File: src/hw/rtl/crcs_pkg.sv
// Package for the Catmull-Rom curve sampler: widths, payload structs and
// the control structs passed between the sequencer, the lanes and the merge stage.
// No dependencies.
package crcs_pkg;

  // Coordinate format and step range.
  localparam int CoordWidth = 16;
  localparam int MaxSteps   = 31;
  localparam int CfgWidth   = 5;
  localparam logic [CfgWidth-1:0] StepsReset = CfgWidth'(20);

  // Step counter and its powers.
  localparam int SW  = $clog2(MaxSteps + 1);
  localparam int S2W = 2 * SW;
  localparam int S3W = 3 * SW;

  // Polynomial coefficients a, b, c are bounded by 12 times a coordinate.
  localparam int CoefW = CoordWidth + 4;

  // Horner pipeline widths.
  localparam int PA  = CoefW + S2W + 1;  // a * s^2
  localparam int PW1 = CoefW + SW + 1;   // b * s and c * k
  localparam int PW2 = PW1 + 1;          // b * s + c * k
  localparam int PW3 = PW2 + SW + 1;     // (b * s + c * k) * k
  localparam int PW4 = PW3 + 1;          // a * s^2 + previous
  localparam int PW5 = PW4 + SW + 1;     // numerator R

  // Divider: the divisor is 2 * s^3, the quotient is offset to stay positive.
  localparam int DW          = S3W + 1;
  localparam int QW          = CoordWidth + 4;
  localparam int NW          = S3W + CoordWidth + 5;
  localparam int OffsetShift = CoordWidth + 3;

  // Final sum width before saturation.
  localparam int VW = QW + 2;

  // Cycles from a sample index entering a lane to its value leaving it.
  localparam int LaneLat = QW + 7;

  typedef logic signed [CoordWidth-1:0] coord_t;

  typedef struct packed {
    coord_t point_x;
    coord_t point_y;
    logic   last_point;
  } point_t;

  typedef struct packed {
    coord_t sample_x;
    coord_t sample_y;
    logic   segment_end;
    logic   last_of_run;
  } sample_t;

  // The four control points of one coordinate for the current segment.
  typedef struct packed {
    coord_t p0;
    coord_t p1;
    coord_t p2;
    coord_t p3;
  } lane_pts_t;

  typedef struct packed {
    logic          setup1;
    logic          setup2;
    logic [SW-1:0] k;
    logic [SW-1:0] steps;
  } lane_ctl_t;

  typedef struct packed {
    logic valid;
    logic segment_end;
    logic last_of_run;
  } tag_t;

endpackage

File: src/hw/rtl/crcs_merge.sv
// Merge stage of the curve sampler: delays the sample flags alongside the lanes,
// joins them with the x and y values and holds the output register.
// Depends on crcs_pkg.
module crcs_merge import crcs_pkg::*; (
  input  logic    clk_i,
  input  logic    rst_ni,
  input  tag_t    tag_i,
  input  coord_t  x_i,
  input  coord_t  y_i,
  input  logic    out_ready_i,
  output logic    out_valid_o,
  output sample_t out_data_o,
  output logic    adv_o
);

  tag_t    tag_q [LaneLat];
  logic    out_valid_q;
  sample_t out_data_q;
  logic    adv;

  // The whole sample pipeline moves only when the output register can take a result.
  assign adv = !out_valid_q || out_ready_i;

  always_ff @(posedge clk_i or negedge rst_ni) begin
    if (!rst_ni) begin
      for (int i = 0; i < LaneLat; i++) begin
        tag_q[i] <= '0;
      end
      out_valid_q <= 1'b0;
    end else if (adv) begin
      tag_q[0] <= tag_i;
      for (int i = 1; i < LaneLat; i++) begin
        tag_q[i] <= tag_q[i-1];
      end
      out_valid_q <= tag_q[LaneLat-1].valid;
    end
  end

  always_ff @(posedge clk_i) begin
    if (adv) begin
      out_data_q.sample_x    <= x_i;
      out_data_q.sample_y    <= y_i;
      out_data_q.segment_end <= tag_q[LaneLat-1].segment_end;
      out_data_q.last_of_run <= tag_q[LaneLat-1].last_of_run;
    end
  end

  assign out_valid_o = out_valid_q;
  assign out_data_o  = out_data_q;
  assign adv_o       = adv;

endmodule

File: config.mk
export PLATFORM = sky130hd
export DESIGN_NAME = crcs_merge
export DESIGN_NICKNAME = d
export VERILOG_FILES = /design/src/hw/rtl/crcs_pkg.sv /design/src/hw/rtl/crcs_merge.sv
export SDC_FILE = /design/constraint.sdc
export NUM_CORES = 1
export LEC_CHECK = 0
export ABC_CLOCK_PERIOD_IN_PS = 3320
export CORE_MARGIN = 5
export CORE_UTILIZATION = 40
export DETAILED_ROUTE_END_ITERATION = 6
export DONT_BUFFER_PORTS = 1
export GPL_ROUTABILITY_DRIVEN = 0
export SLEW_MARGIN = 20
export SYNTH_ARGS = -nofsm -noshare
export SYNTH_HDL_FRONTEND = slang
export SYNTH_SLANG_ARGS = --single-unit
File: constraint.sdc
create_clock -name clk_i -period 3.32 [get_ports clk_i]
set_input_delay 0.83 -clock clk_i [delete_from_list [all_inputs] [get_ports clk_i]]
set_output_delay 0.83 -clock clk_i [all_outputs]
set_load 0.01 [all_outputs]
**Word-level counts from Yosys, hierarchy flattened**

Cells that the tools add are included.

- Latch bits: 0
- Bits of input ports: 38
- Word-level logic and storage cells: 88
- Bits in registers: 116
- Output and inout bits: 36
- ROM bits: 0
- RAM bits: 0
- Memories kept: 0

- Muxes and demuxes: 0
- Divide/modulo/power cells: 0
- Eq/ne operators: 0
- Bitwise logic cells: 0
- $lt $le $gt $ge: 0
- $add $sub $neg: 0
- Reductions and logical operators: 2
- Multipliers: 0
- Shift operators: 0

Operator list:

| cell | count |
|---|---|
| $logic_not A1 Y1 | 1 |
| $logic_or A1 B1 Y1 | 1 |

**Longest topological paths before layout**

- Depth after elaboration: 2
- Depth in mapped cells: 5
- Depth with buffers taken out: 3

**Worst setup path before layout**

Ideal clock, no wire load.

- Path type: input to output
- Start: in out_ready_i
- End: out adv_o
- Stages: 4
- Buffers on the path: 2
- Required time: 2.490 ns
- Arrival time: 1.552 ns
- Slack: 0.938 ns
- Cell sequence: nor2b_4 buf_6 buf_6 inv_2

- Cells in the longest elaborated chain, start to end: 1

Ends and longest elaborated chain:

| what | line | RTL |
|---|---|---|
| start: declaration | crcs_merge.sv:10 | `input logic out_ready_i,` |
| $logic_or A1 B1 Y1 | crcs_merge.sv:22 | `assign adv = !out_valid_q \|\| out_ready_i;` |
| end: declaration | crcs_merge.sv:13 | `output logic adv_o` |

Every way passes these cells.

**Worst setup path in the final report**

- Start: reg out_valid_q, in the netlist out_valid_o
- End: out adv_o

- Cells in the longest elaborated chain, start to end: 2

Ends and longest elaborated chain:

| what | line | RTL |
|---|---|---|
| start: declaration | crcs_merge.sv:17 | `logic out_valid_q;` |
| start signal: assignment | crcs_merge.sv:35 | `out_valid_q <= tag_q[LaneLat-1].valid;` |
| $logic_not A1 Y1 | crcs_merge.sv:22 |  |
| $logic_or A1 B1 Y1 | crcs_merge.sv:22 |  |

Every way passes these cells.

==> results by group <==
Setup path
  – CP Class: flop to output pin
  – CP cell instances: nor2b_4 -> inv_2
  – R2r worst-path depth: 3
  – Worst Path Buf+Inv: 1
  – Worst R2R Setup Slack: 1.36 ns
  – Critical R2R Launch: out_valid_o
  – Worst path required time: 2.49 ns
  – Reg2Reg Capture Point: tag_q[61]
  – CP max FO: 14
  – Worst path depth: 2
  – CP max stage cell: dfrtp_1
  – Max incr delay on CP: 0.43 ns
  – WP data arrival: 1.32 ns
  – Critical path startpoint category: flop
  – Cell family contributing the most delay on the critical path: flip-flops
  – CP endpoint kind: output pin

Route
  – Drt wl/cell: 15.3 um
  – WL final: 5680 um
  – Via count: 1,753
  – Vias per cell: 4.73
  – TritonRoute pass-1 iters: 3
  – Detail Route Antenna Nets: 0
  – # DRC: 0
  – DRT iter0 DRCs: 81

Timing
  – Final Hold Vio Count: 0
  – RSZ-0062 raised after global routing: no
  – Skew final: 0.00708 ns
  – Slew Viols, Final: 0
  – Measured slew at the worst slew-check pin: 0.992 ns
  – Fmax: 0.465 GHz
  – Setup violations, final: 0
  – Slew headroom: 0.339
  – Fin crit period: 2.15 ns
  – Setup TNS: 0 ns
  – Tcrit/Tclk final: 0.648

Floorplanning
  – Core area: 10,200 um^2
  – # IOs: 74
  – Die W: 111 um
  – Die span in y: 111 um
  – Site row count: 37
  – Initial core utilization: 0.404
  – Die ar.: 12,400 um^2

Pwr
  – Logic pwr share: 0.177
  – Pint: 3.76 mW
  – Switching share of power: 0.251
  – PwrDens: 1040 nW/um^2
  – Clk pwr share: 0.344
  – Highest ir drop seen on vdd: 0.000659 V
  – P_sw: 1.26 mW
  – Part of the power in registers: 0.479
  – Static Leak: 1.95 nW

Global routing
  – Initial antenna violation count: 0
  – Total global-route track usage: 0.102
  – Largest net degree at the start of global routing: 83
  – GRT overflow: 0
  – Vias in the first global route: 1,902
  – First-pass GRT wire length: 9730 um

Synth
  – Mapped Avg Cell Area: 19.7 um^2
  – Register area share after synthesis: 0.748
  – Cell Area, Synth: 4110 um^2
  – Area contributors post-synth: dfrtp_1, edfxtp_1, mux2_2
  – Mapped Cells: 209
  – Netlist cell types: 9
  – Syn Nets: 247
  – Yosys Warn Count: 0
  – Share of the synthesized area in the top cell type: 0.499
  – FF+latch count, synth: 116
  – Area leader, netlist: dfrtp_1

Cells and area
  – Fin nets: 260
  – Fin cells: 371
  – Fillers: 865
  – Synth-to-layout area growth: 17.6%
  – Fraction of layout cells with a size suffix above 1: 0.498
  – Fin area: 4830 um^2
  – # diodes: 0

CTS
  – Clk_lat worst skew: 0.50 ns
  – CTS sink count: 116
  – Clk buf depth: 2
  – TritonCTS buffer count: 17
  – Clock Tree Root: clkbuf_8
  – CTS resizes: 0
  – H-tree Lvls: 4
  – CTS clk-pin slew, worst paths: 0.06 ns
  – TritonCTS clock tree: built

Placement
  – Cells after DPL: 338
  – I/O Buffers: 0
  – Area post-placement: 4230 um^2
  – Hpwl dp: 3200 um

Job
  – Max_cap viols: 0

Hold path
  – Min-delay worst type: input pin to asynchronous set/reset pin

Run status
  – Outcome: complete, no violations
synthesized netlist by cell type (all sizes together):
cell type / count
nor2b: 1
dfrtp: 82
buf: 9
mux2: 81
nand2b: 1
inv: 1
edfxtp: 34
power by group through the flow:
stage / Clock [mW] / Sequential (mW) / Combinational, mW
2_1_floorplan: 0 / 2.35 / 0.810
3_3_place_gp: 0 / 2.41 / 0.837
3_5_place_dp: 0 / 2.44 / 0.875
4_1_cts: 1.78 / 2.42 / 0.910
5_1_grt: 1.85 / 2.49 / 0.980
6_report: 1.73 / 2.41 / 0.888
cell families after synthesis:
kind of cell / synth area share
multiplexers: 0.231
flip-flops: 0.748
AND/OR/NAND/NOR: 0.00487
buffers and inverters: 0.0164
routing by layer:
| metal | wire (um) | GRT usage | share of wire | vias up |
|---|---|---|---|---|
| met3 | 418 | 0.0630 | 0.074 | 10 |
| met1 | 2550 | 0.124 | 0.45 | 884 |
| met5 | 0 | 0 | 0 | - |
| met4 | 98 | 0.0560 | 0.017 | 0 |
| met2 | 2610 | 0.140 | 0.46 | 74 |
| li1 | - | - | - | 785 |
registers in the layout (all words and copies together) (netlist names):
register,flops
tag_q,81
out_data_o,34
out_valid_o,1
worst register-to-register path, stage by stage, from the launching register on:
cell	delay (ns)
dfrtp_1	0.42
nor2b_4	0.19
buf_4	0.75
mux2_2	0.48
layout by cell type, fill, tap and decap left out, drive strengths merged:
| cell type | count |
|---|---|
| buf | 3 |
| bufinv | 2 |
| clkbuf | 18 |
| clkinv | 3 |
| clkinvlp | 5 |
| dfrtp | 82 |
| edfxtp | 34 |
| inv | 5 |
| mux2 | 81 |
| nand2b | 1 |
| nor2b | 1 |
how the worst max path moves through the flow:
stage,startpoint,to,slack [ns]
2_1_floorplan,out_ready_i,adv_o,0.94
3_3_place_gp,out_ready_i,tag_q[45],1.05
3_5_place_dp,out_ready_i,tag_q[59],1.02
4_1_cts,out_valid_o,adv_o,1.10
5_1_grt,out_valid_o,adv_o,1.06
6_report,out_valid_o,adv_o,1.17
final cells by class:
type	instances	area, um^2	area share
flip-flops and latches	116	3070	0.636
multi-input cells	83	970	0.201
clock buffers	18	418	0.0865
well taps	136	170	0.0352
clock inverters	14	155	0.0321
repair buffers	3	42.5	0.00880
inverters	1	3.75	0.000777
metrics by stage:
stage | utilization | hold slack, ns | total power [mW] | setup WS (ns)
final | 0.474 | 0.216 | 5.02 | 1.17
after global routing | 0.474 | 0.216 | 5.32 | 1.06
after CTS | 0.474 | 0.210 | 5.11 | 1.10
after detailed placement | 0.415 | 0.435 | 3.32 | 1.02
after global placement | 0.415 | 0.433 | 3.25 | 1.05
after floorplan | - | 0.419 | 3.16 | 0.938
repair_timing:
action / 4_1_cts / 5_1_grt
hold endpoints to repair: 82 / 0
hold buffers: 1 / 0
setup buffers: 0 / 0
(Power assumes the default switching activity.)
