[src/hw/rtl/crcs_pkg.sv]
// Package for the Catmull-Rom curve sampler: widths, payload structs and
// the control structs passed between the sequencer, the lanes and the merge stage.
// No dependencies.
package crcs_pkg;

  // Coordinate format and step range.
  localparam int CoordWidth = 16;
  localparam int MaxSteps   = 31;
  localparam int CfgWidth   = 5;
  localparam logic [CfgWidth-1:0] StepsReset = CfgWidth'(20);

  // Step counter and its powers.
  localparam int SW  = $clog2(MaxSteps + 1);
  localparam int S2W = 2 * SW;
  localparam int S3W = 3 * SW;

  // Polynomial coefficients a, b, c are bounded by 12 times a coordinate.
  localparam int CoefW = CoordWidth + 4;

  // Horner pipeline widths.
  localparam int PA  = CoefW + S2W + 1;  // a * s^2
  localparam int PW1 = CoefW + SW + 1;   // b * s and c * k
  localparam int PW2 = PW1 + 1;          // b * s + c * k
  localparam int PW3 = PW2 + SW + 1;     // (b * s + c * k) * k
  localparam int PW4 = PW3 + 1;          // a * s^2 + previous
  localparam int PW5 = PW4 + SW + 1;     // numerator R

  // Divider: the divisor is 2 * s^3, the quotient is offset to stay positive.
  localparam int DW          = S3W + 1;
  localparam int QW          = CoordWidth + 4;
  localparam int NW          = S3W + CoordWidth + 5;
  localparam int OffsetShift = CoordWidth + 3;

  // Final sum width before saturation.
  localparam int VW = QW + 2;

  // Cycles from a sample index entering a lane to its value leaving it.
  localparam int LaneLat = QW + 7;

  typedef logic signed [CoordWidth-1:0] coord_t;

  typedef struct packed {
    coord_t point_x;
    coord_t point_y;
    logic   last_point;
  } point_t;

  typedef struct packed {
    coord_t sample_x;
    coord_t sample_y;
    logic   segment_end;
    logic   last_of_run;
  } sample_t;

  // The four control points of one coordinate for the current segment.
  typedef struct packed {
    coord_t p0;
    coord_t p1;
    coord_t p2;
    coord_t p3;
  } lane_pts_t;

  typedef struct packed {
    logic          setup1;
    logic          setup2;
    logic [SW-1:0] k;
    logic [SW-1:0] steps;
  } lane_ctl_t;

  typedef struct packed {
    logic valid;
    logic segment_end;
    logic last_of_run;
  } tag_t;

endpackage

[src/hw/rtl/crcs_ctrl.sv]
// Sequencer of the curve sampler: configuration register, point history,
// segment selection and the sample index counter.
// Depends on crcs_pkg.
module crcs_ctrl import crcs_pkg::*; (
  input  logic                clk_i,
  input  logic                rst_ni,
  input  logic                cfg_we_i,
  input  logic [CfgWidth-1:0] cfg_wdata_i,
  input  logic                in_valid_i,
  output logic                in_ready_o,
  input  point_t              in_data_i,
  input  logic                adv_i,
  output lane_pts_t           pts_x_o,
  output lane_pts_t           pts_y_o,
  output lane_ctl_t           ctl_o,
  output tag_t                tag_o
);

  localparam logic [1:0] StIdle   = 2'd0;
  localparam logic [1:0] StSetup1 = 2'd1;
  localparam logic [1:0] StSetup2 = 2'd2;
  localparam logic [1:0] StRun    = 2'd3;

  localparam logic SelMid = 1'b0;  // segment between the two older points
  localparam logic SelEnd = 1'b1;  // closing segment up to the last point

  logic [1:0]          state_q, state_d;
  logic [CfgWidth-1:0] steps_q;
  coord_t              hist_x_q [3];
  coord_t              hist_y_q [3];
  coord_t              hist_x_d [3];
  coord_t              hist_y_d [3];
  logic [1:0]          seen_q, seen_d;
  point_t              np_q, np_d, src;
  logic                pend_end_q, pend_end_d;
  logic                sel_q, sel_d;
  logic [SW-1:0]       k_q, k_d;
  logic [SW-1:0]       s_eff;
  logic                commit;
  logic                k_last;

  always_comb begin
    if (steps_q == '0) begin
      s_eff = SW'(1);
    end else if (int'(steps_q) > MaxSteps) begin
      s_eff = SW'(MaxSteps);
    end else begin
      s_eff = SW'(steps_q);
    end
  end

  assign k_last     = (k_q == s_eff);
  assign in_ready_o = (state_q == StIdle);

  always_comb begin
    state_d    = state_q;
    np_d       = np_q;
    pend_end_d = pend_end_q;
    sel_d      = sel_q;
    k_d        = k_q;
    commit     = 1'b0;
    unique case (state_q)
      StIdle: begin
        if (in_valid_i) begin
          np_d = in_data_i;
          if (seen_q >= 2'd2) begin
            sel_d      = SelMid;
            pend_end_d = in_data_i.last_point;
            state_d    = StSetup1;
          end else if (in_data_i.last_point && seen_q >= 2'd1) begin
            sel_d      = SelEnd;
            pend_end_d = 1'b0;
            state_d    = StSetup1;
          end else begin
            commit = 1'b1;
          end
        end
      end
      StSetup1: begin
        state_d = StSetup2;
      end
      StSetup2: begin
        k_d     = '0;
        state_d = StRun;
      end
      StRun: begin
        if (adv_i) begin
          if (k_last) begin
            if (pend_end_q) begin
              sel_d      = SelEnd;
              pend_end_d = 1'b0;
              state_d    = StSetup1;
            end else begin
              commit  = 1'b1;
              state_d = StIdle;
            end
          end else begin
            k_d = k_q + SW'(1);
          end
        end
      end
    endcase
  end

  // History update once a transaction has produced all of its samples.
  assign src = (state_q == StIdle) ? in_data_i : np_q;

  always_comb begin
    hist_x_d = hist_x_q;
    hist_y_d = hist_y_q;
    seen_d   = seen_q;
    if (commit) begin
      if (src.last_point) begin
        for (int i = 0; i < 3; i++) begin
          hist_x_d[i] = '0;
          hist_y_d[i] = '0;
        end
        seen_d = '0;
      end else begin
        hist_x_d[0] = hist_x_q[1];
        hist_y_d[0] = hist_y_q[1];
        hist_x_d[1] = hist_x_q[2];
        hist_y_d[1] = hist_y_q[2];
        hist_x_d[2] = src.point_x;
        hist_y_d[2] = src.point_y;
        seen_d      = (seen_q == 2'd3) ? 2'd3 : seen_q + 2'd1;
      end
    end
  end

  always_ff @(posedge clk_i or negedge rst_ni) begin
    if (!rst_ni) begin
      state_q    <= StIdle;
      steps_q    <= StepsReset;
      seen_q     <= '0;
      pend_end_q <= 1'b0;
      sel_q      <= SelMid;
      k_q        <= '0;
      for (int i = 0; i < 3; i++) begin
        hist_x_q[i] <= '0;
        hist_y_q[i] <= '0;
      end
    end else begin
      state_q    <= state_d;
      seen_q     <= seen_d;
      pend_end_q <= pend_end_d;
      sel_q      <= sel_d;
      k_q        <= k_d;
      hist_x_q   <= hist_x_d;
      hist_y_q   <= hist_y_d;
      if (cfg_we_i) begin
        steps_q <= cfg_wdata_i;
      end
    end
  end

  always_ff @(posedge clk_i) begin
    np_q <= np_d;
  end

  // On a fresh stream the missing outer points are copies of the inner ones.
  always_comb begin
    if (sel_q == SelMid) begin
      pts_x_o.p0 = (seen_q == 2'd3) ? hist_x_q[0] : hist_x_q[1];
      pts_y_o.p0 = (seen_q == 2'd3) ? hist_y_q[0] : hist_y_q[1];
      pts_x_o.p1 = hist_x_q[1];
      pts_y_o.p1 = hist_y_q[1];
      pts_x_o.p2 = hist_x_q[2];
      pts_y_o.p2 = hist_y_q[2];
    end else begin
      pts_x_o.p0 = (seen_q >= 2'd2) ? hist_x_q[1] : hist_x_q[2];
      pts_y_o.p0 = (seen_q >= 2'd2) ? hist_y_q[1] : hist_y_q[2];
      pts_x_o.p1 = hist_x_q[2];
      pts_y_o.p1 = hist_y_q[2];
      pts_x_o.p2 = np_q.point_x;
      pts_y_o.p2 = np_q.point_y;
    end
    pts_x_o.p3 = np_q.point_x;
    pts_y_o.p3 = np_q.point_y;
  end

  assign ctl_o.setup1 = (state_q == StSetup1);
  assign ctl_o.setup2 = (state_q == StSetup2);
  assign ctl_o.k      = k_q;
  assign ctl_o.steps  = s_eff;

  assign tag_o.valid       = (state_q == StRun);
  assign tag_o.segment_end = k_last;
  assign tag_o.last_of_run = k_last && !pend_end_q;

endmodule

[config.mk]
export PLATFORM = sky130hd
export DESIGN_NAME = crcs_ctrl
export DESIGN_NICKNAME = d
export VERILOG_FILES = /design/src/hw/rtl/crcs_pkg.sv /design/src/hw/rtl/crcs_ctrl.sv
export SDC_FILE = /design/constraint.sdc
export NUM_CORES = 1
export LEC_CHECK = 0
export BUFFER_PORTS_ARGS = -buffer_cell sky130_fd_sc_hd__buf_4
export CAP_MARGIN = 20
export CORE_MARGIN = 3
export CORE_UTILIZATION = 60
export CTS_BUF_LIST = sky130_fd_sc_hd__clkbuf_2
export CTS_CLUSTER_DIAMETER = 30
export DETAILED_ROUTE_END_ITERATION = 7
export PLACE_DENSITY = 0.91
export SKIP_CTS_REPAIR_TIMING = 1
export SYNTH_ARGS = -nofsm -noshare
export SYNTH_HDL_FRONTEND = slang
export SYNTH_SLANG_ARGS = --single-unit
[constraint.sdc]
create_clock -name clk_i -period 3.9 [get_ports clk_i]
set_clock_uncertainty 0.1 [all_clocks]
set_input_delay 0 -clock clk_i [delete_from_list [all_inputs] [get_ports clk_i]]
set_output_delay 0 -clock clk_i [all_outputs]
set_load 0.02 [all_outputs]
Word-level counts from Yosys, hierarchy flattened
Index checks and enable logic that the tools add are counted.

storage, ports and cells
  register bits = 145
  output and inout port bits = 144

operators by class
  add/subtract/negate cells = 2
  magnitude comparators = 2
  equal/unequal tests = 11
  muxes and demuxes = 42
  reduce and logical (&&, ||, !) cells = 12

operator list
  kind                 count
  $mux 48              4
  $mux 16              4
  $mux 33              1
  $mux 1               18
  $mux 5               3
  $mux 2               7
  $pmux 5 s2           1
  $pmux 2 s4           1
  $eq 2x2->1 const B   3
  $ne 2x2->1 const B   3
  $pmux 1 s2           3
  $reduce_and 6->1     1
  $add 5x1->5 const B  1
  $eq 5x5->1           1
  $logic_not 5->1      1
  $reduce_and 5->1     1
  $ne 2x1->1 const B   2
  $reduce_and 4->1     1
  $reduce_bool 2->1    2
  $ne 3x1->1 const B   1
  $reduce_and 3->1     1
  $add 2x1->2 const B  1
  $eq 2x1->1 const B   1
  $ge 2x1->1 const B   1
  other kinds (5)      6

Depth between registers and ports, before layout
  depth after elaboration = 6
  depth in mapped cells = 10

Worst setup path after synthesis
OpenSTA, ideal clock, no wires.

  path kind = flip-flop to flip-flop
  from = register state_q[0]
  to = register hist_x_q[10] (netlist bit)
  data arrival time = 2.331 ns
  data required time = 3.674 ns
  path slack = 1.343 ns
  cell stages (with the launch flop) = 11
  path buffers = 4
  cells stage by stage = dfrtp_1 -> inv_1 -> ha_1 -> buf_4 -> nand2_1 -> or3_1 -> buf_2 -> and2_1 -> buf_4 -> buf_6 -> a221o_1

on the way
  longest elaborated chain between the ends = 3

RTL lines
  what                    RTL line          source
  from (decl)             crcs_ctrl.sv:27   logic [1:0] state_q, state_d;
  from (signal assigned)  crcs_ctrl.sv:133  state_q <= StIdle;
  from (signal assigned)  crcs_ctrl.sv:144  state_q <= state_d;
  $logic_not 2->1 (*)     -
  named net in_ready_o    crcs_ctrl.sv:10   output logic in_ready_o,
  $mux 33                 crcs_ctrl.sv:106  assign src = (state_q == StIdle) ? in_data_i : np_q;
  $mux 48                 crcs_ctrl.sv:113  if (src.last_point) begin
  to (signal assigned)    crcs_ctrl.sv:149  hist_x_q <= hist_x_d;
  to (decl)               crcs_ctrl.sv:29   coord_t hist_x_q [3];

Mark *: on every way through the listed nets, which the timed path passes. The rest lies on a longest branch.
A chain may end at the register's enable or synchronous reset.

Worst setup path in the final report
  from = register state_q[0]
  to = register hist_y_q[43] (netlist bit)

on the way
  longest elaborated chain between the ends = 3

RTL lines
  what                  RTL line                           source
  $logic_not 2->1       crcs_ctrl.sv:62, crcs_ctrl.sv:106
  $mux 33               crcs_ctrl.sv:106
  $mux 48               crcs_ctrl.sv:113
  to (signal assigned)  crcs_ctrl.sv:150                   hist_y_q <= hist_y_d;
  to (decl)             crcs_ctrl.sv:30                    coord_t hist_y_q [3];

Parallel ways exist; a longest one is shown, timed or not.

==> flow_summary.toml <==
[logic_synthesis]
synth_cell_types = 45
synth_flop_cell = "dfrtp_1"
synth-edff-count = 33
yosysWarnings = 0
yosysSeqAreaShare = 0.489
yosys.area.top_type = "dfrtp_1"
syn_area_um2 = 7760
synthCells = 671
syn_area_per_cell_um2 = 11.6
async_flop_share = 0.772
syn_nets = 719
synth-seq-cells = 145
yosys-top-cells-area = "dfrtp_1 (35%), edfxtp_1 (13%), mux2_2 (10%)"
synth_top_area_share = 0.355

[clock_network]
numCtsBuffers = 17
clk_pin_slew_ns = 0.21
cts_root_buf = "clkbuf_2"
clock-sinks = 145
cts-htree-levels = 4
clockBufferDepth = 2
insertion_delay_ns = 0.77
cts_tree = "built"

[pwr]
p_int_uw = 4170
p_sw_frac = 0.455
power_density_nw_per_um2 = 760
p_clk_frac = 0.098
p_leak_uw = 0.00436
power_uw = 7640
vdd_drop_max_uv = 507
p_switching_uw = 3470
seq_power_share = 0.291
power_frac_comb = 0.611

[floorplanning]
dieArea_um2 = 14300
die_y_um = 120
die_width_um = 120
core_um2 = 12300
start_util = 0.630
io_pins = 187
rows = 40

[setup_path]
worstSetupEndpointType = "flip-flop"
ff2ff_setup_slack_ns = 0.75
crit_arrival_ns = 3.74
cp.required_ns = 4.49
critPathMaxFanout = 36
crit_path_start_kind = "flip-flop"
crit_type = "reg -> reg"

[global_route]
antenna_found_initial = 0
grt_usage = 0.278
grt_max_degree = 85
first_global_vias = 6060
grt-ovfl-total = 0
grt_first_pass_wirelength_mm = 31.6

[final_layout]
area_growth_pct = 29.6
drive_above_1_share = 0.344
mostFrequentLayoutCells = "buf_4 (195), dfrtp_1 (108), dlygate4sd3_1 (87)"
nFillCells = 711
n_antenna_cell = 0
nets = 933
layout_commonest_cell = "buf_4"
design_area_um2 = 10100

[drt]
drtPass1Iterations = 5
wl_per_cell_um = 21.4
antenna_left = 0
drc_errors = 0
initialDrtViolationCount = 611
drt-vias-per-instance = 6.21
drt_wl_total_mm = 22.8
vias = 6622

[timing]
fmax_mhz = 317
post-route-min-period_ns = 3.15
fin_crit_sh = 0.808
slew_violations = 0
holdWs_ns = 0.0599
hold_viol = 0
setup_viol = 0
fin_setup_tns_ns = 0
relSlewSlack = 0.224
worst_slew_pin_slew_ns = 1.16
rsz0062_at_grt = "false"
worst_slack_ns = 0.749

[place]
numPortBuffers = 186
gp_congestion = 0.825
dp_hpwl_mm = 13.1
post-place-ws_ns = 0.878
place_area_um2 = 8960

[min_path]
hold_path.class = "in -> reg"

[run_status]
status = "complete, no violations"

[run]
drv_cap = 0
## cell families after synthesis
family | synth area share
AOI/OAI and AO/OA | 0.156
muxes | 0.191
DFF | 0.489
and+or+nand+nor | 0.0827
xor gates and xnor gates | 0.00451
buffers and inverters | 0.0695
adders and majority gates | 0.00806
## worst max-delay path: stages (launching register included)
cell	delay, ns
dfrtp_1	0.48
ha_1	0.51
nand2_1	0.29
nor3_1	0.30
o211ai_2	0.24
a21oi_4	0.71
buf_12	0.28
a22o_1	0.15
## metrics by stage
stage / utilization / instances
3_5_place_dp: 0.728 / 945
3_3_place_gp: 0.728 / 945
6_report: 0.817 / 1066
4_1_cts: 0.743 / 977
5_1_grt: 0.817 / 1066
2_1_floorplan: - / 671
## cells in the mapped netlist (all sizes together) (4+ instances only)
cell type  instances
dfrtp            110
mux2              71
mux2i             68
nor2              68
a22o              64
buf               64
a21oi             39
a221o             33
and3              33
edfxtp            33
clkbuf            26
nand2             10
inv                6
ha                 5
nor3               4
xor2               4
## state kept, by name, summed over array words and instances (netlist names)
register,cells
sel_q,1
seen_q,2
hist_y_q,48
pts_x_o,16
np_q,1
state_q,2
hist_x_q,48
steps_q,5
pts_y_o,16
pend_end_q,1
k_q,5
## area by class of cell
type	count	area (µm²)	share of cell area
timing repair buffer	285	2400	0.239
sequential	145	3800	0.378
tap	168	210	0.0209
clock inverter	10	71.3	0.00709
multi-input combinational	430	3450	0.342
clock buffer	22	110	0.0109
inverter	6	22.5	0.00224
## path summary, 6_finish.rpt
| check | depth (start not counted) | start | endpoint |
|---|---|---|---|
| max | 7 | state_q[0]$_DFFE_PN0P_ | hist_y_q[43]$_DFFE_PN0P_ |
| min | 5 | in_data_i[11] | hist_y_q[10]$_DFFE_PN0P_ |
| max reg2reg | 7 | state_q[0]$_DFFE_PN0P_ | hist_y_q[43]$_DFFE_PN0P_ |
| min reg2reg | 1 | hist_y_q[44]$_DFFE_PN0P_ | hist_y_q[44]$_DFFE_PN0P_ |
| max in group asynchronous | 5 | rst_ni | hist_y_q[45]$_DFFE_PN0P_ |
| min in group asynchronous | 3 | rst_ni | hist_x_q[10]$_DFFE_PN0P_ |
## routing by layer
| layer | share of wire | global-route usage | up-vias |
|---|---|---|---|
| li1 | - | - | 2909 |
| met1 | 0.39 | 0.369 | 3264 |
| met2 | 0.51 | 0.444 | 387 |
| met3 | 0.072 | 0.0660 | 62 |
| met4 | 0.028 | 0.107 | 0 |
| met5 | 0 | 0 | - |
## power groups by stage
| stage | Sequential, µW | Combinational, µW | Clock (µW) |
|---|---|---|---|
| after detailed placement | 2230 | 4490 | 0 |
| after CTS | 2200 | 4510 | 752 |
| after global placement | 2200 | 4370 | 0 |
| after global routing | 2270 | 4930 | 820 |
| after floorplan | 2150 | 3020 | 0 |
| final | 2220 | 4670 | 750 |
No activity file was read; power rests on OpenSTA's default activity.
