===== config.mk =====
export PLATFORM = sky130hd
export DESIGN_NAME = crcs_lane
export DESIGN_NICKNAME = d
export VERILOG_FILES = /design/src/hw/rtl/crcs_pkg.sv /design/src/hw/rtl/crcs_div.sv /design/src/hw/rtl/crcs_lane.sv
export SDC_FILE = /design/constraint.sdc
export NUM_CORES = 2
export LEC_CHECK = 0
export ABC_AREA = 0
export BUFFER_PORTS_ARGS = -buffer_cell sky130_fd_sc_hd__buf_2
export CORE_UTILIZATION = 30
export DETAILED_ROUTE_END_ITERATION = 10
export GPL_TIMING_DRIVEN = 0
export PLACE_DENSITY_LB_ADDON = 0.1
export SLEW_MARGIN = 40
export SYNTH_ARGS = -nofsm -noshare
export SYNTH_HDL_FRONTEND = slang
export SYNTH_HIERARCHICAL = 1
export SYNTH_SLANG_ARGS = --single-unit
export TNS_END_PERCENT = 50

===== constraint.sdc =====
create_clock -name clk_i -period 13.18 [get_ports clk_i]
set_clock_uncertainty 0.15 [all_clocks]
set_input_delay 0.659 -clock clk_i [delete_from_list [all_inputs] [get_ports clk_i]]
set_output_delay 0.659 -clock clk_i [all_outputs]
set_load 0.02 [all_outputs]

===== src/hw/rtl/crcs_pkg.sv =====
// Package for the Catmull-Rom curve sampler: widths, payload structs and
// the control structs passed between the sequencer, the lanes and the merge stage.
// No dependencies.
package crcs_pkg;

  // Coordinate format and step range.
  localparam int CoordWidth = 16;
  localparam int MaxSteps   = 31;
  localparam int CfgWidth   = 5;
  localparam logic [CfgWidth-1:0] StepsReset = CfgWidth'(20);

  // Step counter and its powers.
  localparam int SW  = $clog2(MaxSteps + 1);
  localparam int S2W = 2 * SW;
  localparam int S3W = 3 * SW;

  // Polynomial coefficients a, b, c are bounded by 12 times a coordinate.
  localparam int CoefW = CoordWidth + 4;

  // Horner pipeline widths.
  localparam int PA  = CoefW + S2W + 1;  // a * s^2
  localparam int PW1 = CoefW + SW + 1;   // b * s and c * k
  localparam int PW2 = PW1 + 1;          // b * s + c * k
  localparam int PW3 = PW2 + SW + 1;     // (b * s + c * k) * k
  localparam int PW4 = PW3 + 1;          // a * s^2 + previous
  localparam int PW5 = PW4 + SW + 1;     // numerator R

  // Divider: the divisor is 2 * s^3, the quotient is offset to stay positive.
  localparam int DW          = S3W + 1;
  localparam int QW          = CoordWidth + 4;
  localparam int NW          = S3W + CoordWidth + 5;
  localparam int OffsetShift = CoordWidth + 3;

  // Final sum width before saturation.
  localparam int VW = QW + 2;

  // Cycles from a sample index entering a lane to its value leaving it.
  localparam int LaneLat = QW + 7;

  typedef logic signed [CoordWidth-1:0] coord_t;

  typedef struct packed {
    coord_t point_x;
    coord_t point_y;
    logic   last_point;
  } point_t;

  typedef struct packed {
    coord_t sample_x;
    coord_t sample_y;
    logic   segment_end;
    logic   last_of_run;
  } sample_t;

  // The four control points of one coordinate for the current segment.
  typedef struct packed {
    coord_t p0;
    coord_t p1;
    coord_t p2;
    coord_t p3;
  } lane_pts_t;

  typedef struct packed {
    logic          setup1;
    logic          setup2;
    logic [SW-1:0] k;
    logic [SW-1:0] steps;
  } lane_ctl_t;

  typedef struct packed {
    logic valid;
    logic segment_end;
    logic last_of_run;
  } tag_t;

endpackage


===== src/hw/rtl/crcs_div.sv =====
// Pipelined restoring divider for the curve sampler lanes, one quotient bit per stage.
// Depends on crcs_pkg.
module crcs_div import crcs_pkg::*; (
  input  logic          clk_i,
  input  logic          en_i,
  input  logic [NW-1:0] num_i,
  input  logic [DW-1:0] den_i,
  output logic [QW-1:0] quo_o
);

  logic [NW-1:0] rem_q [QW];
  logic [QW-1:0] quo_q [QW];
  logic [DW-1:0] den_q [QW];

  for (genvar j = 0; j < QW; j++) begin : g_stage
    localparam int Bit = QW - 1 - j;
    logic [NW-1:0] rem_in;
    logic [NW-1:0] trial;
    logic [DW-1:0] den_in;
    logic [QW-1:0] quo_in;

    if (j == 0) begin : g_first
      assign rem_in = num_i;
      assign den_in = den_i;
      assign quo_in = '0;
    end else begin : g_next
      assign rem_in = rem_q[j-1];
      assign den_in = den_q[j-1];
      assign quo_in = quo_q[j-1];
    end

    assign trial = NW'(den_in) << Bit;

    always_ff @(posedge clk_i) begin
      if (en_i) begin
        den_q[j] <= den_in;
        if (rem_in >= trial) begin
          rem_q[j] <= rem_in - trial;
          quo_q[j] <= quo_in | (QW'(1) << Bit);
        end else begin
          rem_q[j] <= rem_in;
          quo_q[j] <= quo_in;
        end
      end
    end
  end

  assign quo_o = quo_q[QW-1];

endmodule


===== src/hw/rtl/crcs_lane.sv =====
// One coordinate lane of the curve sampler: per-segment coefficients, a Horner
// pipeline over the sample index, the rounding divide and saturation.
// Depends on crcs_pkg and crcs_div.
module crcs_lane import crcs_pkg::*; (
  input  logic      clk_i,
  input  logic      adv_i,
  input  lane_ctl_t ctl_i,
  input  lane_pts_t pts_i,
  output coord_t    value_o
);

  localparam logic signed [VW-1:0] OffsetV = VW'(1) << OffsetShift;
  localparam logic signed [VW-1:0] SatMax =
      {{(VW-CoordWidth+1){1'b0}}, {(CoordWidth-1){1'b1}}};
  localparam logic signed [VW-1:0] SatMin =
      {{(VW-CoordWidth+1){1'b1}}, {(CoordWidth-1){1'b0}}};

  logic signed [CoefW-1:0] e0, e1, e2, e3;
  logic signed [CoefW-1:0] a_q, b_q, c_q;
  coord_t                  p1_q;
  logic [S2W-1:0]          s2_q;
  logic [S3W-1:0]          s3_q;
  logic signed [PA-1:0]    a2_q;
  logic signed [PW1-1:0]   b1_q;

  // Pipeline stages, numbered by the stage that produced them.
  logic signed [PW1-1:0] ck_1_q, b1_1_q;
  logic signed [PA-1:0]  a2_1_q, a2_2_q, a2_3_q;
  logic [SW-1:0]         k_1_q, k_2_q, k_3_q, k_4_q;
  logic [S3W-1:0]        s3_1_q, s3_2_q, s3_3_q, s3_4_q, s3_5_q;
  coord_t                p1_1_q, p1_2_q, p1_3_q, p1_4_q, p1_5_q, p1_6_q;
  logic signed [PW2-1:0] t1_2_q;
  logic signed [PW3-1:0] m_3_q;
  logic signed [PW4-1:0] t2_4_q;
  logic signed [PW5-1:0] r_5_q;
  logic [NW-1:0]         n_6_q;
  logic [DW-1:0]         d_6_q;

  logic [DW-1:0]         dv;
  logic signed [PW5:0]   nsum;
  coord_t                p1_dq [QW];
  logic [QW-1:0]         quo;
  logic signed [VW-1:0]  v;
  coord_t                value_q;

  always_comb begin
    e0 = CoefW'(pts_i.p0);
    e1 = CoefW'(pts_i.p1);
    e2 = CoefW'(pts_i.p2);
    e3 = CoefW'(pts_i.p3);
  end

  // Segment setup: a = p2 - p0, b = 2p0 - 5p1 + 4p2 - p3, c = -p0 + 3p1 - 3p2 + p3,
  // then the products with s and s^2 on the following cycle.
  always_ff @(posedge clk_i) begin
    if (ctl_i.setup1) begin
      a_q  <= e2 - e0;
      b_q  <= (e0 <<< 1) - (e1 <<< 2) - e1 + (e2 <<< 2) - e3;
      c_q  <= e3 - e0 + (e1 <<< 1) + e1 - (e2 <<< 1) - e2;
      p1_q <= pts_i.p1;
      s2_q <= S2W'(ctl_i.steps) * S2W'(ctl_i.steps);
    end
    if (ctl_i.setup2) begin
      a2_q <= a_q * $signed({1'b0, s2_q});
      b1_q <= b_q * $signed({1'b0, ctl_i.steps});
      s3_q <= s2_q * S3W'(ctl_i.steps);
    end
  end

  // The offset numerator R + s^3 + 2s^3 * 2^OffsetShift is never negative.
  assign dv   = {s3_5_q, 1'b0};
  assign nsum = (PW5+1)'(r_5_q) + $signed((PW5+1)'(s3_5_q))
              + $signed((PW5+1)'(dv) << OffsetShift);

  // R = k * (a s^2 + k * (b s + c k)); multiplies in stages 1, 3 and 5, adds in stages 2 and 4.
  always_ff @(posedge clk_i) begin
    if (adv_i) begin
      ck_1_q <= c_q * $signed({1'b0, ctl_i.k});
      b1_1_q <= b1_q;
      a2_1_q <= a2_q;
      k_1_q  <= ctl_i.k;
      s3_1_q <= s3_q;
      p1_1_q <= p1_q;

      t1_2_q <= PW2'(b1_1_q) + PW2'(ck_1_q);
      a2_2_q <= a2_1_q;
      k_2_q  <= k_1_q;
      s3_2_q <= s3_1_q;
      p1_2_q <= p1_1_q;

      m_3_q  <= t1_2_q * $signed({1'b0, k_2_q});
      a2_3_q <= a2_2_q;
      k_3_q  <= k_2_q;
      s3_3_q <= s3_2_q;
      p1_3_q <= p1_2_q;

      t2_4_q <= PW4'(a2_3_q) + PW4'(m_3_q);
      k_4_q  <= k_3_q;
      s3_4_q <= s3_3_q;
      p1_4_q <= p1_3_q;

      r_5_q  <= t2_4_q * $signed({1'b0, k_4_q});
      s3_5_q <= s3_4_q;
      p1_5_q <= p1_4_q;

      n_6_q  <= nsum[NW-1:0];
      d_6_q  <= dv;
      p1_6_q <= p1_5_q;
    end
  end

  crcs_div u_div (
    .clk_i (clk_i),
    .en_i  (adv_i),
    .num_i (n_6_q),
    .den_i (d_6_q),
    .quo_o (quo)
  );

  always_ff @(posedge clk_i) begin
    if (adv_i) begin
      p1_dq[0] <= p1_6_q;
      for (int i = 1; i < QW; i++) begin
        p1_dq[i] <= p1_dq[i-1];
      end
    end
  end

  assign v = VW'(p1_dq[QW-1]) + $signed({2'b00, quo}) - OffsetV;

  always_ff @(posedge clk_i) begin
    if (adv_i) begin
      if (v > SatMax) begin
        value_q <= CoordWidth'(SatMax);
      end else if (v < SatMin) begin
        value_q <= CoordWidth'(SatMin);
      end else begin
        value_q <= CoordWidth'(v);
      end
    end
  end

  assign value_o = value_q;

endmodule


======== Word level (Yosys, flattened, before mapping) ========
Memories as Yosys holds them, arrays and structs flattened.
Index checks and enable logic that the tools add are counted.
storage, ports and cells
  output and inout bits ................... 16
  memories ................................ 4
  bits in writable memories ............... 1,760
  bits of input ports ..................... 78
  word-level logic and storage cells ...... 307
  register bits after elaboration ......... 688
memories
  name         words  bits a word  read ports  clocked after memory_dff  write ports  RTL line         text
  u_div.rem_q  20     36           19          0                         20           crcs_div.sv:11   logic [NW-1:0] rem_q [QW];
  u_div.quo_q  20     20           20          0                         20           crcs_div.sv:12   logic [QW-1:0] quo_q [QW];
  p1_dq        20     16           20          0                         20           crcs_lane.sv:41  coord_t p1_dq [QW];
  u_div.den_q  20     16           19          0                         20           crcs_div.sv:13   logic [DW-1:0] den_q [QW];
cells by class
  add/sub/neg operators ................... 36
  bitwise gates (word level) .............. 40
  multiply operators ...................... 7
  magnitude comparators ................... 22
  muxes and demuxes ....................... 163
operators with widths
  cell              number
  $mux W36          20
  $mux W20          20
  $mux W1           122
  $mul A20 B6 Y26   2
  $or A1 B1 Y1      40
  $sub A20 B16 Y20  2
  $add A36 B16 Y36  1
  $add A36 B36 Y36  1
  $ge A36 B16 Y1    1
  $ge A36 B17 Y1    1
  $ge A36 B18 Y1    1
  $ge A36 B19 Y1    1
  $ge A36 B20 Y1    1
  $ge A36 B21 Y1    1
  $ge A36 B22 Y1    1
  $ge A36 B23 Y1    1
  $ge A36 B24 Y1    1
  $ge A36 B25 Y1    1
  $ge A36 B26 Y1    1
  $ge A36 B27 Y1    1
  $ge A36 B28 Y1    1
  $ge A36 B29 Y1    1
  $ge A36 B30 Y1    1
  $ge A36 B31 Y1    1
  other kinds (43)  44

======== Longest topological paths before layout ========
An unclocked memory read counts as a cell.
  depth after elaboration ................. 6
  gate-level depth with buffers ........... 23
  depth with buffers taken out ............ 22

======== Modules after synthesis ========
Netlist, hierarchy kept.
modules (own cells, without submodules)
  module     times used  cells an instance  seq. area each (sq um)  area an instance (sq um)
  crcs_lane  1           5,092              29,878.7                63,888.8
  crcs_div   1           4,829              35,974.5                59,330.7

======== Worst setup path after synthesis ========
No wires, ideal clock.
  path type ............................... reg-to-reg
  from .................................... register s2_q[2]
  to ...................................... register a2_q[25] (data pin)
  period minus slack after synthesis ...... 5,710 ps
  slack ................................... 7,470 ps
  buffers on the path ..................... 1
  library setup time ...................... 258 ps
  stages on the path, launching flop included .. 21
  data required time ...................... 12,772 ps
  data arrival time ....................... 5,303 ps
  cells stage by stage .................... edfxtp_1 clkbuf_1 nand2_1 fa_1 fa_1 fa_1 inv_1 fa_1 inv_1 fa_1 inv_1 ha_1 a21o_1 a2111o_1 a2bb2oi_1 a41oi_1 a21oi_1 a31oi_1 o21bai_1 a21oi_1 xnor2_1
on the way
  longest elaborated chain between the ends .. 1
RTL lines
  what                    RTL line         text
  from (decl)             crcs_lane.sv:21  logic [S2W-1:0] s2_q;
  from (signal assigned)  crcs_lane.sv:61  s2_q <= S2W'(ctl_i.steps) * S2W'(ctl_i.steps);
  $mul A17 B11 Y28        crcs_lane.sv:64  a2_q <= a_q * $signed({1'b0, s2_q});
  to (signal assigned)    crcs_lane.sv:64
  to (decl)               crcs_lane.sv:23  logic signed [PA-1:0] a2_q;
No other way between the ends.
A chain may end at the register's enable or synchronous reset.

======== Worst setup path in the final report ========
  from .................................... register s2_q[3]
  to ...................................... register a2_q[25] (data pin)
Same word-level chain as after synthesis.

==> metrics.txt <==
placed inst area=around 130000 um^2; area fraction of the dominant cell type after synthesis=between 50% and 60%; Post-synth EDFFs=approximately 2200; Max Fclk=~140 MHz; Die Span Y=around 640 um; ys async rst share=0%; CP max FO=10; Post-Layout Cell Count=between 15000 and 20000; post-route cell area=140000 um^2; RSZ-0062 raised after global routing=false; most frequent CP cell=fa_1; CTS root buf=clkbuf_16; max-slew violation count=0; Resize count post-CTS=0; Critical Path AT=roughly 7.6 ns; critical path startpoint category=register; delay-heaviest family, CP=adder cells; gpl congestion=between 0.8 and 0.9; largest net degree at the start of global routing=roughly 110; port bufs=just over 90; antenna violations before repair=17; power per cell area=279 nW/um^2; Avg Cell Area, Syn=between 10 and 15 um^2; FF+latch count, synth=~2200; CP Class=reg2reg; Post-DRT Antenna Nets=0; placed insts=approximately 15000; Main synth FF type=edfxtp_1; dominant cells by area after synthesis=edfxtp_1 53%, fa_1 9.6%, ha_1 8.7%; Initial Utilization=between 30% and 40%; commonest non-fill, non-tap cells in the layout=2193 x edfxtp_1, 1105 x inv_1, 852 x ha_1; DRC=0; H-Tree Depth=5; Vias/cell=4.67; HPWL Detailed=roughly 220 mm; final hold slack=roughly 0.14 ns; min-delay worst type=in2reg; Util after Layout=between 30% and 40%; Post-Syn Instances=slightly below 10000; IO Count=94; leakage power=0.0555 uW; Final min period=approximately 7.2 ns; Worst EP required=between 10 and 15 ns; via count=around 75000; Core Area=about 410000 um^2; gr usage total=between 10% and 20%; crit path max-delay cell type=clkbuf_1; final hold violations=0; die area=413000 um^2; critical path cell sequence=clkbuf_1 -> nand2_1 -> fa_1 -> fa_1 -> inv_1 -> fa_1 -> fa_1 -> inv_1 -> fa_1 -> inv_1 -> ha_1 -> nand2_1 -> a211oi_1 -> a2bb2oi_1 -> a41oi_1 -> a21oi_1 -> a31oi_1 -> o21bai_1 -> a21oi_1 -> xnor2_1; Unique masters post-synth=a little under 90; worst slew pin tran=~0.86 ns; worst skew pair latency=roughly 0.93 ns; die width=roughly 640 um; total CTS buffers=between 200 and 300; CTS Sinks=2193; Syn Std Cell Area=~120000 um^2; layout cells sized above 1=under 10%; clock tree buffer depth=4; average wire per standard cell=about 18 um; fin nets=roughly 12000; Slew HR=between 40% and 50%; Worst-path clk slew=around 0.06 ns; Yosys warning total=6; maxcap violations=0; fill count=roughly 40000; post-synth top area cell=edfxtp_1; Bufs and invs on worst path=4; Max IR drop VDD=between 0.2 and 0.3 mV; TritonRoute pass-1 iters=5; # rows=234; global-route wire length before repair=448 mm; Area Overhead vs Synth=13.9%; setup TNS=0 ns; Routed WL=around 290 mm; vias in the first global route=~76000; Final Setup Violations=0; grt ovf=0; Initial DRC Count=4700; CP Capture Type=register; fin crit share=a little over half; status=finished clean; most common cell after layout, fill and taps aside=edfxtp_1; sequential area share after synthesis=53.4%; Largest stage delay, worst path=roughly 0.57 ns; CTS tree=built
==> flip-flops by register name, indices dropped and copies added, names as in the netlist, 33 cells and up <==
register	flops
m_3_q	33
n_6_q	36
p1_dq	320
r_5_q	36
t2_4_q	34
u_div/den_q	304
u_div/quo_q	210
u_div/rem_q	684
==> per-layer routing <==
layer,share of wire (%),track usage [%],vias to the layer above
li1,-,-,36000
met1,45,18.4,36800
met2,48,23.5,1471
met3,4.3,2.10,404
met4,2.2,3.29,6
met5,0.015,0,-
==> stage by stage <==
stage / total power (uW) / setup slack [ns]
2_1_floorplan: 26000 / 7.47
3_5_place_dp: 32100 / 6.06
6_report: 39100 / 6.01
5_1_grt: 42500 / 5.65
4_1_cts: 39700 / 5.92
3_3_place_gp: 32200 / -14.83
==> worst paths after layout <==
check | start | endpoint | slack (ns) | cells past startpoint
min | ctl_i[1] | s2_q[2]$_DFFE_PP_ | 0.14 | 2
min reg2reg | a2_q[20]$_DFFE_PP_ | a2_1_q[20]$_DFFE_PP_ | 0.22 | 0
max reg2reg | s2_q[3]$_DFFE_PP_ | a2_q[25]$_DFFE_PP_ | 6.01 | 20
max | s2_q[3]$_DFFE_PP_ | a2_q[25]$_DFFE_PP_ | 6.01 | 20
==> where the power goes <==
| group | internal [uW] | switching (uW) | total (uW) |
|---|---|---|---|
| logic | 8380 | 12000 | 20400 |
| registers | 10500 | 1060 | 11500 |
| clock network | 4250 | 2960 | 7210 |
==> final cells by class <==
class                           count  area, um^2  share of cell area [%]
Clock inverter                    154        1630                    1.16
Antenna cell                        7        17.5                  0.0125
Multi-Input combinational cell   6431       52600                    37.5
Inverter                         1105        4150                    2.96
Tap cell                         5428        6790                    4.84
Clock buffer                      321        6950                    4.95
Sequential cell                  2193       65900                    46.9
Buffer                            196         860                   0.613
Timing Repair Buffer              153        1510                    1.08
==> cells in the mapped netlist (47+ instances only) <==
| master | number |
|---|---|
| mux2_2 | 49 |
| xor2_1 | 271 |
| nand2b_1 | 107 |
| nand4_1 | 66 |
| o21ai_0 | 426 |
| nor4_1 | 86 |
| clkbuf_1 | 181 |
| inv_1 | 1105 |
| nor2b_1 | 95 |
| nand3_1 | 116 |
| xnor2_1 | 426 |
| a31oi_1 | 47 |
| ha_1 | 852 |
| fa_1 | 592 |
| and2_1 | 368 |
| a211oi_1 | 59 |
| or3_1 | 60 |
| o21a_1 | 97 |
| o21bai_1 | 61 |
| nand2_1 | 834 |
| nor3_1 | 157 |
| edfxtp_1 | 2193 |
| nor2_1 | 453 |
| a21o_1 | 200 |
| a21oi_1 | 504 |
==> repair_timing <==
action / CTS / global route
hold buffers: 28 / 0
endpoints found under the setup margin: 0 / 0
buffers inserted: 0 / 0
endpoints found under the hold margin: 88 / 0
==> logic make-up (layout without fill, tap and decap cells) <==
group	Yosys count	in the layout	synth area share, %
other	2	13	0.00609
adder cells (fa/ha/maj)	1444	1444	18.3
AND/OR/NAND/NOR	2561	2561	10.4
AO/OA/AOI/OAI	1666	1666	8.43
flip-flops	2193	2193	53.4
XOR/XNOR	697	697	4.95
multiplexers	57	57	0.513
buffers and inverters	1301	1929	3.99
No activity file was read; power rests on OpenSTA's default activity.
